`config.mk`:
```
export PLATFORM = sky130hd
export DESIGN_NAME = toeplitz_vector_command_unit
export DESIGN_NICKNAME = d
export VERILOG_FILES = /design/src/hw/rtl/tvcu_pkg.sv /design/src/hw/rtl/toeplitz_vector_command_unit.sv /design/src/hw/rtl/tvcu_ram.sv /design/src/hw/rtl/tvcu_alu.sv
export SDC_FILE = /design/constraint.sdc
export NUM_CORES = 2
export LEC_CHECK = 0
export ABC_AREA = 1
export BUFFER_PORTS_ARGS = -buffer_cell sky130_fd_sc_hd__buf_4
export CORE_MARGIN = 2
export CORE_UTILIZATION = 60
export CTS_CLUSTER_SIZE = 40
export DETAILED_ROUTE_END_ITERATION = 10
export HOLD_SLACK_MARGIN = 0.05
export PLACE_DENSITY_LB_ADDON = 0.12
export SLEW_MARGIN = 25
export SYNTH_ARGS = -nofsm -noshare
export SYNTH_HDL_FRONTEND = slang
export SYNTH_HIERARCHICAL = 1
export SYNTH_SLANG_ARGS = --single-unit
```
`constraint.sdc`:
```
create_clock -name aclk -period 18.9 [get_ports aclk]
set_input_delay 2.835 -clock aclk [delete_from_list [all_inputs] [get_ports aclk]]
set_output_delay 2.835 -clock aclk [all_outputs]
set_load 0.02 [all_outputs]
```
`src/hw/rtl/tvcu_pkg.sv`:
```
// Shared types and constants for the Toeplitz / vector command unit.
package tvcu_pkg;

    localparam int VEC_LEN_DEF    = 8;
    localparam int TBUF_DEPTH_DEF = 32;
    localparam int VBUF_DEPTH_DEF = 16;

    localparam int CMD_W     = 3;
    localparam int IDX_W     = 5;
    localparam int SIZE_W    = 4;
    localparam int WORD_W    = 32;
    localparam int S_TDATA_W = 56;
    localparam int M_TDATA_W = 40;

    typedef logic [WORD_W-1:0] word_t;

    typedef enum logic [CMD_W-1:0] {
        CMD_TADD  = 3'd0,
        CMD_VADD  = 3'd1,
        CMD_TVMUL = 3'd2,
        CMD_VSUB  = 3'd3,
        CMD_TLOAD = 3'd4,
        CMD_VLOAD = 3'd5
    } cmd_t;

    typedef enum logic {
        ALU_ADD,
        ALU_SUB
    } alu_op_t;

    typedef struct packed {
        logic valid;
        logic first;
        logic last;
    } mac_ctl_t;

endpackage

```
`src/hw/rtl/toeplitz_vector_command_unit.sv`:
```
// Top level: command sequencer, buffers, accumulators and result register.
//
//  channel | dir | tdata (low bit up)                               | tuser      | tlast
//  s_      | in  | center_a, center_b, store_addr, size, data, pad  | cmd        | -
//  m_      | out | addr, value, pad                                 | buffer_sel | last
//
// Each element passes ST_RD_A, ST_RD_B and ST_WR; Toeplitz add has 2n-1 elements, vector add/sub n.
// Multiply: n*n products through the single multiplier, a drain until the last row sum lands, then n write-backs.
// Every command that starts (a load, or any other with nonzero size) first wraps its start indices in ST_NORM.
// After reset a clearing pass zeroes every address of both buffers, with s_tready low.
// A stalled m_ channel holds the sequencer at its next write; s_tready is high only when idle.
module toeplitz_vector_command_unit import tvcu_pkg::*; #(
    parameter int VEC_LEN    = VEC_LEN_DEF,
    parameter int TBUF_DEPTH = TBUF_DEPTH_DEF,
    parameter int VBUF_DEPTH = VBUF_DEPTH_DEF
) (
    input  logic                 aclk,
    input  logic                 aresetn,
    input  logic                 s_tvalid,
    output logic                 s_tready,
    input  logic [S_TDATA_W-1:0] s_tdata,  // center_a, center_b, store_addr, size, data
    input  logic [CMD_W-1:0]     s_tuser,  // cmd
    output logic                 m_tvalid,
    input  logic                 m_tready,
    output logic [M_TDATA_W-1:0] m_tdata,  // addr, value
    output logic                 m_tuser,  // buffer_sel
    output logic                 m_tlast
);

    localparam int TAW  = $clog2(TBUF_DEPTH);
    localparam int VAW  = $clog2(VBUF_DEPTH);
    localparam int DMAX = (TBUF_DEPTH > VBUF_DEPTH) ? TBUF_DEPTH : VBUF_DEPTH;
    localparam int PW   = $clog2(DMAX + 2 * VEC_LEN + 32) + 1;
    localparam int NW   = $clog2(VEC_LEN + 1);
    localparam int IW   = $clog2(VEC_LEN);
    localparam int CW   = $clog2(2 * VEC_LEN);
    localparam int CLW  = $clog2(DMAX);

    localparam logic signed [PW-1:0] P_ONE = PW'(1);
    localparam logic signed [PW-1:0] TD    = PW'(TBUF_DEPTH);
    localparam logic signed [PW-1:0] VD    = PW'(VBUF_DEPTH);

    typedef enum logic [3:0] {
        ST_CLEAR,
        ST_IDLE,
        ST_NORM,
        ST_RD_A,
        ST_RD_B,
        ST_WR,
        ST_MAC,
        ST_DRAIN,
        ST_WB,
        ST_LOAD
    } state_t;

    function automatic logic signed [PW-1:0] step_ptr(input logic signed [PW-1:0] p,
                                                      input logic signed [PW-1:0] d,
                                                      input logic dec);
        logic signed [PW-1:0] r;
        if (dec) begin
            r = (p == '0) ? d - P_ONE : p - P_ONE;
        end else begin
            r = (p == d - P_ONE) ? '0 : p + P_ONE;
        end
        return r;
    endfunction

    function automatic logic signed [PW-1:0] norm_ptr(input logic signed [PW-1:0] p,
                                                      input logic signed [PW-1:0] d);
        logic signed [PW-1:0] r;
        if (p[PW-1]) begin
            r = p + d;
        end else if (p >= d) begin
            r = p - d;
        end else begin
            r = p;
        end
        return r;
    endfunction

    function automatic logic in_range(input logic signed [PW-1:0] p,
                                      input logic signed [PW-1:0] d);
        return !p[PW-1] && (p < d);
    endfunction

    state_t               state_reg, state_next;
    cmd_t                 cmd_reg, cmd_next;
    logic                 tsel_reg, tsel_next;
    logic                 dec_reg, dec_next;
    logic signed [PW-1:0] pa_reg, pa_next;
    logic signed [PW-1:0] pb_reg, pb_next;
    logic signed [PW-1:0] ps_reg, ps_next;
    logic signed [PW-1:0] trow_reg, trow_next;
    logic signed [PW-1:0] da_reg, da_next;
    logic signed [PW-1:0] db_reg, db_next;
    logic signed [PW-1:0] ds_reg, ds_next;
    logic [CW-1:0]        cnt_reg, cnt_next;
    logic [CW-1:0]        lastc_reg, lastc_next;
    logic [IW-1:0]        nm1_reg, nm1_next;
    logic [IW-1:0]        i_reg, i_next;
    logic [IW-1:0]        k_reg, k_next;
    logic [IW-1:0]        wrow_reg, wrow_next;
    word_t                x_reg, x_next;
    word_t                data_reg, data_next;
    logic [CLW-1:0]       clr_reg, clr_next;
    mac_ctl_t             mac_ctl_reg, mac_ctl_next;
    logic                 m_valid_reg, m_valid_next;
    logic                 out_sel_reg, out_sel_next;
    logic [IDX_W-1:0]     out_addr_reg, out_addr_next;
    word_t                out_value_reg, out_value_next;
    logic                 out_last_reg, out_last_next;

    word_t accum_reg [VEC_LEN];

    cmd_t                 cmd_in;
    logic [IDX_W-1:0]     in_a, in_b, in_s;
    logic [SIZE_W-1:0]    in_size;
    word_t                in_data;
    logic [NW-1:0]        n_in;
    logic [IW-1:0]        nm1_in;
    logic signed [PW-1:0] a_s, b_s, s_s, nm1_s, off0;

    logic             out_free;
    logic             out_load;
    logic             t_we, v_we;
    logic [TAW-1:0]   t_waddr, t_raddr;
    logic [VAW-1:0]   v_waddr, v_raddr;
    word_t            wdata;
    word_t            t_rdata, v_rdata;
    alu_op_t          alu_op;
    word_t            alu_result;
    logic             alu_done;

    assign cmd_in  = cmd_t'(s_tuser);
    assign in_a    = s_tdata[4:0];
    assign in_b    = s_tdata[9:5];
    assign in_s    = s_tdata[14:10];
    assign in_size = s_tdata[18:15];
    assign in_data = s_tdata[50:19];
    assign n_in    = (int'(in_size) > VEC_LEN) ? NW'(VEC_LEN) : NW'(in_size);
    assign nm1_in  = IW'(n_in - NW'(1));
    assign a_s     = PW'(in_a);
    assign b_s     = PW'(in_b);
    assign s_s     = PW'(in_s);
    assign nm1_s   = PW'(n_in) - P_ONE;
    assign off0    = (in_a < in_b) ? -nm1_s : nm1_s;

    assign out_free = !m_valid_reg || m_tready;
    assign s_tready = (state_reg == ST_IDLE);

    assign t_raddr = (state_reg == ST_RD_B || state_reg == ST_WR) ? pb_reg[TAW-1:0]
                                                                  : pa_reg[TAW-1:0];
    assign v_raddr = (state_reg == ST_RD_B || state_reg == ST_WR || state_reg == ST_MAC)
                     ? pb_reg[VAW-1:0] : pa_reg[VAW-1:0];
    assign alu_op  = (cmd_reg == CMD_VSUB) ? ALU_SUB : ALU_ADD;

    tvcu_ram #(.WIDTH(WORD_W), .DEPTH(TBUF_DEPTH)) u_tbuf (
        .aclk  (aclk),
        .we    (t_we),
        .waddr (t_waddr),
        .wdata (wdata),
        .raddr (t_raddr),
        .rdata (t_rdata)
    );

    tvcu_ram #(.WIDTH(WORD_W), .DEPTH(VBUF_DEPTH)) u_vbuf (
        .aclk  (aclk),
        .we    (v_we),
        .waddr (v_waddr),
        .wdata (wdata),
        .raddr (v_raddr),
        .rdata (v_rdata)
    );

    tvcu_alu u_alu (
        .aclk     (aclk),
        .aresetn  (aresetn),
        .op       (alu_op),
        .opa      (x_reg),
        .opb      (tsel_reg ? t_rdata : v_rdata),
        .mac_ctl  (mac_ctl_reg),
        .mul_a    (t_rdata),
        .mul_b    (v_rdata),
        .result   (alu_result),
        .mac_done (alu_done)
    );

    always_comb begin
        state_next     = state_reg;
        cmd_next       = cmd_reg;
        tsel_next      = tsel_reg;
        dec_next       = dec_reg;
        pa_next        = pa_reg;
        pb_next        = pb_reg;
        ps_next        = ps_reg;
        trow_next      = trow_reg;
        da_next        = da_reg;
        db_next        = db_reg;
        ds_next        = ds_reg;
        cnt_next       = cnt_reg;
        lastc_next     = lastc_reg;
        nm1_next       = nm1_reg;
        i_next         = i_reg;
        k_next         = k_reg;
        wrow_next      = alu_done ? wrow_reg + IW'(1) : wrow_reg;
        x_next         = x_reg;
        data_next      = data_reg;
        clr_next       = clr_reg;
        mac_ctl_next   = '0;
        m_valid_next   = m_valid_reg && !m_tready;
        out_sel_next   = out_sel_reg;
        out_addr_next  = out_addr_reg;
        out_value_next = out_value_reg;
        out_last_next  = out_last_reg;
        out_load       = 1'b0;
        t_we           = 1'b0;
        v_we           = 1'b0;
        t_waddr        = ps_reg[TAW-1:0];
        v_waddr        = ps_reg[VAW-1:0];
        wdata          = alu_result;

        unique case (state_reg)
            ST_CLEAR: begin
                t_we     = int'(clr_reg) < TBUF_DEPTH;
                v_we     = int'(clr_reg) < VBUF_DEPTH;
                t_waddr  = TAW'(clr_reg);
                v_waddr  = VAW'(clr_reg);
                wdata    = '0;
                clr_next = clr_reg + CLW'(1);
                if (int'(clr_reg) == DMAX - 1) begin
                    state_next = ST_IDLE;
                end
            end
            ST_IDLE: begin
                if (s_tvalid) begin
                    cmd_next  = cmd_in;
                    nm1_next  = nm1_in;
                    data_next = in_data;
                    cnt_next  = '0;
                    i_next    = '0;
                    k_next    = '0;
                    wrow_next = '0;
                    dec_next  = 1'b0;
                    unique case (cmd_in)
                        CMD_TADD: begin
                            if (n_in != '0) begin
                                tsel_next  = 1'b1;
                                dec_next   = !(in_a < in_b);
                                pa_next    = a_s + off0;
                                pb_next    = b_s + off0;
                                ps_next    = s_s + off0;
                                da_next    = TD;
                                db_next    = TD;
                                ds_next    = TD;
                                lastc_next = CW'({nm1_in, 1'b0});
                                state_next = ST_NORM;
                            end
                        end
                        CMD_VADD, CMD_VSUB: begin
                            if (n_in != '0) begin
                                tsel_next  = 1'b0;
                                pa_next    = a_s;
                                pb_next    = b_s;
                                ps_next    = s_s;
                                da_next    = VD;
                                db_next    = VD;
                                ds_next    = VD;
                                lastc_next = CW'(nm1_in);
                                state_next = ST_NORM;
                            end
                        end
                        CMD_TVMUL: begin
                            if (n_in != '0) begin
                                pa_next    = a_s - nm1_s;
                                pb_next    = b_s;
                                ps_next    = b_s;
                                da_next    = TD;
                                db_next    = VD;
                                ds_next    = VD;
                                state_next = ST_NORM;
                            end
                        end
                        CMD_TLOAD, CMD_VLOAD: begin
                            tsel_next  = (cmd_in == CMD_TLOAD);
                            pa_next    = '0;
                            pb_next    = '0;
                            ps_next    = s_s;
                            da_next    = TD;
                            db_next    = TD;
                            ds_next    = (cmd_in == CMD_TLOAD) ? TD : VD;
                            state_next = ST_NORM;
                        end
                        default: ;
                    endcase
                end
            end
            ST_NORM: begin
                pa_next = norm_ptr(pa_reg, da_reg);
                pb_next = norm_ptr(pb_reg, db_reg);
                ps_next = norm_ptr(ps_reg, ds_reg);
                if (in_range(pa_reg, da_reg) && in_range(pb_reg, db_reg)
                    && in_range(ps_reg, ds_reg)) begin
                    unique case (cmd_reg)
                        CMD_TADD, CMD_VADD, CMD_VSUB: state_next = ST_RD_A;
                        CMD_TVMUL: begin
                            trow_next  = pa_reg;
                            state_next = ST_MAC;
                        end
                        CMD_TLOAD, CMD_VLOAD: state_next = ST_LOAD;
                        default: state_next = ST_IDLE;
                    endcase
                end
            end
            ST_RD_A: begin
                state_next = ST_RD_B;
            end
            ST_RD_B: begin
                x_next     = tsel_reg ? t_rdata : v_rdata;
                state_next = ST_WR;
            end
            ST_WR: begin
                if (out_free) begin
                    t_we           = tsel_reg;
                    v_we           = !tsel_reg;
                    out_load       = 1'b1;
                    m_valid_next   = 1'b1;
                    out_sel_next   = !tsel_reg;
                    out_addr_next  = IDX_W'(ps_reg);
                    out_value_next = alu_result;
                    out_last_next  = (cnt_reg == lastc_reg);
                    pa_next        = step_ptr(pa_reg, da_reg, dec_reg);
                    pb_next        = step_ptr(pb_reg, db_reg, dec_reg);
                    ps_next        = step_ptr(ps_reg, ds_reg, dec_reg);
                    cnt_next       = cnt_reg + CW'(1);
                    state_next     = (cnt_reg == lastc_reg) ? ST_IDLE : ST_RD_A;
                end
            end
            ST_MAC: begin
                mac_ctl_next.valid = 1'b1;
                mac_ctl_next.first = (k_reg == '0);
                mac_ctl_next.last  = (k_reg == nm1_reg);
                if (k_reg == nm1_reg) begin
                    k_next    = '0;
                    i_next    = i_reg + IW'(1);
                    trow_next = step_ptr(trow_reg, da_reg, 1'b0);
                    pa_next   = step_ptr(trow_reg, da_reg, 1'b0);
                    pb_next   = ps_reg;
                    if (i_reg == nm1_reg) begin
                        state_next = ST_DRAIN;
                    end
                end else begin
                    k_next  = k_reg + IW'(1);
                    pa_next = step_ptr(pa_reg, da_reg, 1'b0);
                    pb_next = step_ptr(pb_reg, db_reg, 1'b0);
                end
            end
            ST_DRAIN: begin
                if (alu_done && wrow_reg == nm1_reg) begin
                    i_next     = '0;
                    state_next = ST_WB;
                end
            end
            ST_WB: begin
                wdata = accum_reg[i_reg];
                if (out_free) begin
                    v_we           = 1'b1;
                    out_load       = 1'b1;
                    m_valid_next   = 1'b1;
                    out_sel_next   = 1'b1;
                    out_addr_next  = IDX_W'(ps_reg);
                    out_value_next = accum_reg[i_reg];
                    out_last_next  = (i_reg == nm1_reg);
                    ps_next        = step_ptr(ps_reg, ds_reg, 1'b0);
                    i_next         = i_reg + IW'(1);
                    if (i_reg == nm1_reg) begin
                        state_next = ST_IDLE;
                    end
                end
            end
            ST_LOAD: begin
                wdata = data_reg;
                if (out_free) begin
                    t_we           = tsel_reg;
                    v_we           = !tsel_reg;
                    out_load       = 1'b1;
                    m_valid_next   = 1'b1;
                    out_sel_next   = !tsel_reg;
                    out_addr_next  = IDX_W'(ps_reg);
                    out_value_next = data_reg;
                    out_last_next  = 1'b1;
                    state_next     = ST_IDLE;
                end
            end
            default: state_next = ST_IDLE;
        endcase
    end

    always_ff @(posedge aclk) begin
        if (!aresetn) begin
            state_reg   <= ST_CLEAR;
            clr_reg     <= '0;
            mac_ctl_reg <= '0;
            m_valid_reg <= 1'b0;
            wrow_reg    <= '0;
        end else begin
            state_reg   <= state_next;
            clr_reg     <= clr_next;
            mac_ctl_reg <= mac_ctl_next;
            m_valid_reg <= m_valid_next;
            wrow_reg    <= wrow_next;
        end
        cmd_reg       <= cmd_next;
        tsel_reg      <= tsel_next;
        dec_reg       <= dec_next;
        pa_reg        <= pa_next;
        pb_reg        <= pb_next;
        ps_reg        <= ps_next;
        trow_reg      <= trow_next;
        da_reg        <= da_next;
        db_reg        <= db_next;
        ds_reg        <= ds_next;
        cnt_reg       <= cnt_next;
        lastc_reg     <= lastc_next;
        nm1_reg       <= nm1_next;
        i_reg         <= i_next;
        k_reg         <= k_next;
        x_reg         <= x_next;
        data_reg      <= data_next;
        out_sel_reg   <= out_sel_next;
        out_addr_reg  <= out_addr_next;
        out_value_reg <= out_value_next;
        out_last_reg  <= out_last_next;
    end

    always_ff @(posedge aclk) begin
        if (alu_done) begin
            accum_reg[wrow_reg] <= alu_result;
        end
    end

    assign m_tvalid = m_valid_reg;
    assign m_tdata  = {{(M_TDATA_W - IDX_W - WORD_W){1'b0}}, out_value_reg, out_addr_reg};
    assign m_tuser  = out_sel_reg;
    assign m_tlast  = out_last_reg;

    // read pointers stay wrapped while buffers are being addressed
    a_ptr_range: assert property (@(posedge aclk) disable iff (!aresetn)
        (state_reg == ST_RD_A || state_reg == ST_MAC)
        |-> (!pa_reg[PW-1] && pa_reg < da_reg))
        else $error("source pointer out of buffer range");

    a_mac_done_phase: assert property (@(posedge aclk) disable iff (!aresetn)
        alu_done |-> (state_reg == ST_MAC || state_reg == ST_DRAIN))
        else $error("dot product completed outside multiply");

    a_last_ends_cmd: assert property (@(posedge aclk) disable iff (!aresetn)
        (out_load && out_last_next) |=> (state_reg == ST_IDLE))
        else $error("final transaction did not end the command");

    a_no_emit_in_mac: assert property (@(posedge aclk) disable iff (!aresetn)
        (state_reg == ST_MAC || state_reg == ST_DRAIN) |-> !out_load)
        else $error("result emitted before dot products finished");

endmodule

```
`src/hw/rtl/tvcu_ram.sv`:
```
// Generic single-write, single-read RAM with registered read data.
module tvcu_ram #(
    parameter int WIDTH = 32,
    parameter int DEPTH = 32,
    localparam int AW = $clog2(DEPTH)
) (
    input  logic             aclk,
    input  logic             we,
    input  logic [AW-1:0]    waddr,
    input  logic [WIDTH-1:0] wdata,
    input  logic [AW-1:0]    raddr,
    output logic [WIDTH-1:0] rdata
);

    logic [WIDTH-1:0] mem [DEPTH];
    logic [WIDTH-1:0] rdata_reg;

    always_ff @(posedge aclk) begin
        if (we) begin
            mem[waddr] <= wdata;
        end
        rdata_reg <= mem[raddr];
    end

    assign rdata = rdata_reg;

endmodule

```
`src/hw/rtl/tvcu_alu.sv`:
```
// Shared arithmetic unit: one adder for add/subtract and accumulate, one registered multiplier.
module tvcu_alu import tvcu_pkg::*; (
    input  logic     aclk,
    input  logic     aresetn,
    input  alu_op_t  op,
    input  word_t    opa,
    input  word_t    opb,
    input  mac_ctl_t mac_ctl,
    input  word_t    mul_a,
    input  word_t    mul_b,
    output word_t    result,
    output logic     mac_done
);

    word_t    prod_reg;
    word_t    acc_reg;
    mac_ctl_t ctl_reg;
    word_t    in0;
    word_t    in1;
    logic     sub;

    always_comb begin
        if (ctl_reg.valid) begin
            in0 = ctl_reg.first ? '0 : acc_reg;
            in1 = prod_reg;
            sub = 1'b0;
        end else begin
            in0 = opa;
            in1 = opb;
            sub = (op == ALU_SUB);
        end
        result = in0 + (in1 ^ {WORD_W{sub}}) + word_t'(sub);
    end

    assign mac_done = ctl_reg.valid && ctl_reg.last;

    always_ff @(posedge aclk) begin
        if (!aresetn) begin
            ctl_reg <= '0;
        end else begin
            ctl_reg <= mac_ctl;
        end
        prod_reg <= mul_a * mul_b;
        if (ctl_reg.valid) begin
            acc_reg <= result;
        end
    end

endmodule
```
Word-level counts from Yosys, hierarchy flattened

Memories as Yosys holds them, arrays and structs flattened. A register that Yosys moved wholly into a read port is not among the register bits.
Cells that the tools add are included.

Register bits after elaboration: 264
Bits in writable memories: 1,792
Output and inout port bits: 44
Memories: 3

Memories:

| memory     | words | bits a word | rd ports | clocked after Yosys merged registers in | wr ports | line                                | RTL |
|---|---|---|---|---|---|---|---|
| u_tbuf.mem | 32    | 32          | 1        | 1                                       | 1        | tvcu_ram.sv:15                      | `logic [WIDTH-1:0] mem [DEPTH];` |
| u_vbuf.mem | 16    | 32          | 1        | 1                                       | 1        | tvcu_ram.sv:15                      |  |
| accum_reg  | 8     | 32          | 1        | 1                                       | 1        | toeplitz_vector_command_unit.sv:113 | `word_t accum_reg [VEC_LEN];` |

Add/subtract/negate cells: 30
$mul: 1
Magnitude comparators: 9
Equality and inequality tests: 55
Multiplexer cells: 120
Bitwise logic cells: 1
Reductions and logical operators: 68

Operator list:

| cell                                             | number |
|---|---|
| 2-to-1 mux 8 bit                                 | 38 |
| 2-to-1 mux 32 bit                                | 7 |
| case mux 32 bit (3 select lines)                 | 2 |
| case mux 8 bit (4 select lines)                  | 5 |
| case mux 8 bit (3 select lines)                  | 4 |
| 2-to-1 mux 4 bit                                 | 18 |
| subtractor 8 x 2 -> 8 bit, second input constant | 6 |
| case mux 4 bit (10 select lines)                 | 1 |
| adder 32 x 1 -> 32 bit                           | 1 |
| adder 32 bit                                     | 1 |
| adder 8 x 1 -> 8 bit, second input constant      | 4 |
| equality test 8 bit                              | 4 |
| multiplier 32 x 32 -> 32 bit                     | 1 |
| bitwise XOR 32 bit                               | 1 |
| 2-to-1 mux 3 bit                                 | 10 |
| AND reduction 5 bit                              | 5 |
| adder 6 x 8 -> 8 bit                             | 3 |
| adder 8 bit                                      | 3 |
| >= comparator 8 bit                              | 3 |
| zero test 8 bit                                  | 3 |
| less-than comparator 8 bit                       | 3 |
| case mux 4 bit (2 select lines)                  | 3 |
| subtractor 8 bit                                 | 3 |
| inequality test 2 bit, second input constant     | 11 |
| other kinds (54)                                 | 144 |

Depth between registers and ports, before layout

Word-level depth: 10
Depth in mapped cells: 32
Mapped depth without buffers: 31

Modules after synthesis

Netlist, hierarchy kept.

Modules (own cells, without submodules):

| module                       | instances | cells each | area an instance (µm²) | sequential area each (µm²) |
|---|---|---|---|---|
| tvcu_ram (u_tbuf)            | 1         | 3,536      | 42,405.7               | 31,390.1 |
| tvcu_ram (u_vbuf)            | 1         | 2,120      | 22,730.6               | 16,015.4 |
| toeplitz_vector_command_unit | 1         | 2,186      | 21,993.6               | 12,962.4 |
| tvcu_alu                     | 1         | 2,829      | 21,065.2               | 1,661.6 |

Least setup slack after synthesis

No wires, ideal clock.

Path type: register to register
Start point: register u_tbuf.rdata_reg[12] (netlist: u_tbuf/rdata[12]), read port of u_tbuf.mem
End point: register u_alu.prod_reg[29]
Data arrival time: 6.227 ns
Required time: 18.828 ns
Path slack: 12.601 ns
Cell stages (with the launch flop): 27
Clock period less this slack: 6.299 ns
Cell sequence: dfxtp_1 -> clkbuf_1 -> clkbuf_1 -> nand2_1 -> inv_1 -> fa_1 -> inv_1 -> fa_1 -> fa_1 -> fa_1 -> fa_1 -> inv_1 -> fa_1 -> fa_1 -> fa_1 -> ha_1 -> nand2_1 -> nor2_1 -> inv_1 -> nor2_2 -> nand2_1 -> o211ai_2 -> nand2_1 -> nand2_1 -> nand3_1 -> nand2_1 -> xor2_1

Word-level cells in the longest chain between the ends: 1

Ends and longest elaborated chain:

| item                         | line           | RTL |
|---|---|---|
| from (decl)                  | tvcu_ram.sv:16 | `logic [WIDTH-1:0] rdata_reg;` |
| multiplier 32 x 32 -> 32 bit | tvcu_alu.sv:43 | `prod_reg <= mul_a * mul_b;` |
| to (signal assigned)         | tvcu_alu.sv:43 |  |
| to (decl)                    | tvcu_alu.sv:15 | `word_t prod_reg;` |

No other way between the ends.
A chain may end at the register's enable or synchronous reset.

Worst setup path after layout

Start point: register u_vbuf.rdata_reg[8] (netlist: u_vbuf/rdata[8]), read port of u_vbuf.mem
End point: register u_alu.prod_reg[31]

Word-level cells in the longest chain between the ends: 1

Ends and longest elaborated chain:

| item                         | line |
|---|---|
| from (decl)                  | tvcu_ram.sv:16 |
| multiplier 32 x 32 -> 32 bit | tvcu_alu.sv:43 |

No other way between the ends.

==> results.py <==
metrics = {
    "setup_path": {
        "reg2reg_depth": 25,
        "slowest_stage": "dfxtp_2",
        "path_delay_family": "adder cells",
        "crit_fanout": 25,
        "crit_arrival_ns": 8.03,
        "crit_buf_inv": 8,
        "critical_path_class": "reg2reg",
        "path_depth": 25,
        "cp-end-kind": "flop",
        "critPathLaunchType": "flop",
        "cpPeakStageDelay_ns": 0.94,
        "worstPathRequired_ns": 19.58,
    },
    "finish": {
        "layout-drive-gt1-share_pct": 7.50,
        "mostFrequentLayoutCell": "nand2_1",
        "fin_cells": 13200,
        "area_delta_synth_final_pct": 9.01,
        "layout_common_cells": "nand2_1, edfxtp_1, inv_1",
        "nets": 11300,
        "largest_register_ffs": 1024,
    },
    "synthesis": {
        "syn_inst": 10700,
        "syn_area_mm2": 0.108,
        "ys_seq_area_share_pct": 57.3,
        "syn_area_per_cell_um2": 10.1,
        "synth_cell_type_count": 74,
        "yosysWarnings": 6,
        "synth_edf_count": 1987,
        "yosys_register_bits": 2105,
        "ys_async_sr_fraction_pct": 0,
        "yosys_most_used_dff": "edfxtp_1",
    },
    "sta": {
        "clock_skew_ns": 0.0722,
        "slew_viol_final": 0,
        "fmax_mhz": 136,
        "hold_viol_final": 0,
        "maxSlewHeadroom_pct": 22.6,
        "setup_viol": 0,
        "rsz0062_at_grt": "no",
        "fin_crit_sh_pct": 38.9,
        "setup_tns_ns": 0,
        "worst_hold_slack_ns": 0.369,
        "fin_crit_ns": 7.35,
        "worst_pin_slew_ns": 1.16,
    },
    "grt": {
        "grt_antenna_before_repair": 11,
        "grt_pass1_wl_um": 452000,
        "grt_util_all_layers_pct": 32.6,
        "grt_pass1_vias": 74900,
        "grt.overflow.total": 0,
        "grt_max_degree": 198,
    },
    "worst_hold_path": {
        "hp-class": "reg2reg",
        "min_path_cells": 2,
    },
    "floorplanning": {
        "rows": 155,
        "initial_core_util_pct": 60.5,
        "dieArea_mm2": 0.184,
        "core_area_mm2": 0.179,
        "die_y_um": 429,
        "dieWidth_um": 429,
        "io_pins": 107,
    },
    "clock_tree": {
        "worstSkewPairLatency_ns": 0.88,
        "numCtsBuffers": 208,
        "cts_root_buffer": "clkbuf_16",
        "post_cts_buffers": 0,
        "cts_max_level": 4,
        "hold_buffers": 0,
        "path_clk_slew_ns": 0.06,
        "cts_sinks": 2105,
        "max-clock-path-buffers": 3,
        "cts_tree": "yes",
        "cts_resized": 0,
    },
    "routing": {
        "dr.pass1.iters": 6,
        "wire_per_inst_um": 22.7,
        "vias_per_cell": 5.79,
        "drc": 0,
        "detail-route-antenna-nets": 0,
        "vias": 76400,
        "routed_wl_um": 300000,
        "initialDrtViolationCount": 8405,
    },
    "placement": {
        "port_buffers": 98,
        "dpl.hpwl_um": 179000,
        "gp_congestion": 0.905,
        "dp_cells": 12800,
    },
    "run_status": {
        "outcome": "completed",
    },
    "flow_run": {
        "maxCapViolations": 0,
    },
}
tightest hold or removal path: stages, from the launching register on:
cell	delay, ns
dfxtp_1	0.29
nand2_1	0.04
inv_1	0.03
logic make-up after synthesis:
| kind of cell | share of synthesized area, % |
|---|---|
| adder cells (fa/ha/maj) | 10.2 |
| multiplexers | 0.472 |
| other | 0.00347 |
| XOR/XNOR | 0.954 |
| AND/OR/NAND/NOR | 20.0 |
| AO/OA/AOI/OAI | 3.20 |
| flip-flops | 57.3 |
| buffers and inverters | 7.79 |
final timing paths:
check / startpoint / endpoint / slack (ns)
max: u_vbuf/rdata[8]$_DFF_P_ / u_alu/prod_reg[31]$_DFF_P_ / 11.55
min: mac_ctl_reg[2]$_SDFF_PN0_ / u_alu/ctl_reg[2]$_SDFF_PN0_ / 0.37
max reg2reg: u_vbuf/rdata[8]$_DFF_P_ / u_alu/prod_reg[31]$_DFF_P_ / 11.55
min reg2reg: mac_ctl_reg[2]$_SDFF_PN0_ / u_alu/ctl_reg[2]$_SDFF_PN0_ / 0.37
through the flow:
stage | area (µm²) | worst slack, ns | util, %
2_1_floorplan | 108000 | 12.60 | -
3_3_place_gp | 111000 | 11.82 | 62.1
3_5_place_dp | 111000 | 11.75 | 62.2
4_1_cts | 118000 | 11.68 | 65.9
5_1_grt | 118000 | 11.29 | 65.9
6_report | 118000 | 11.55 | 66.0
synthesized netlist by cell type (all sizes together), types with 5 or more instances:
| cell | instances | area [µm²] |
|---|---|---|
| nand2 | 3337 | 12600 |
| edfxtp | 1987 | 59700 |
| inv | 1402 | 5280 |
| nand3 | 1368 | 6870 |
| nor2 | 455 | 1780 |
| fa | 419 | 8390 |
| buf | 349 | 2470 |
| o21ai | 304 | 1540 |
| ha | 213 | 2670 |
| clkbuf | 178 | 671 |
| a21oi | 141 | 724 |
| dfxtp | 118 | 2360 |
| xor2 | 68 | 596 |
| xnor2 | 49 | 437 |
| o211ai | 38 | 290 |
| o22ai | 38 | 244 |
| mux2 | 32 | 360 |
| nor3 | 29 | 156 |
| nand4 | 21 | 131 |
| a31oi | 15 | 93.8 |
| mux2i | 15 | 150 |
| o221ai | 11 | 96.3 |
| nand3b | 10 | 75.1 |
| a21o | 9 | 75.1 |
| o32ai | 9 | 78.8 |
| o21bai | 8 | 63.8 |
| or2 | 7 | 43.8 |
| a211oi | 6 | 50.1 |
| a21boi | 5 | 37.5 |
| o2111ai | 5 | 43.8 |
per-layer routing:
layer	wire, µm	vias up	share of wire (%)	GRT usage (%)
li1	-	34900	-	-
met1	122000	37500	41	45.4
met2	138000	3486	46	51.1
met3	25700	582	8.6	5.02
met4	14000	6	4.7	14.6
met5	36	-	0.012	0
cell type report:
cell class                 instances  area, µm²
sequential                      2105      62000
fill                           13700      60900
multi-input combinational       6636      38600
clock buffer                     251       5450
inverter                        1405       5320
tap                             2355       2950
timing repair buffer             288       2320
clock inverter                   132       1260
antenna                           10       25.0
Power is not shown: default switching activity piles up to over one toggle a cycle in this logic, so the estimate is an artifact.
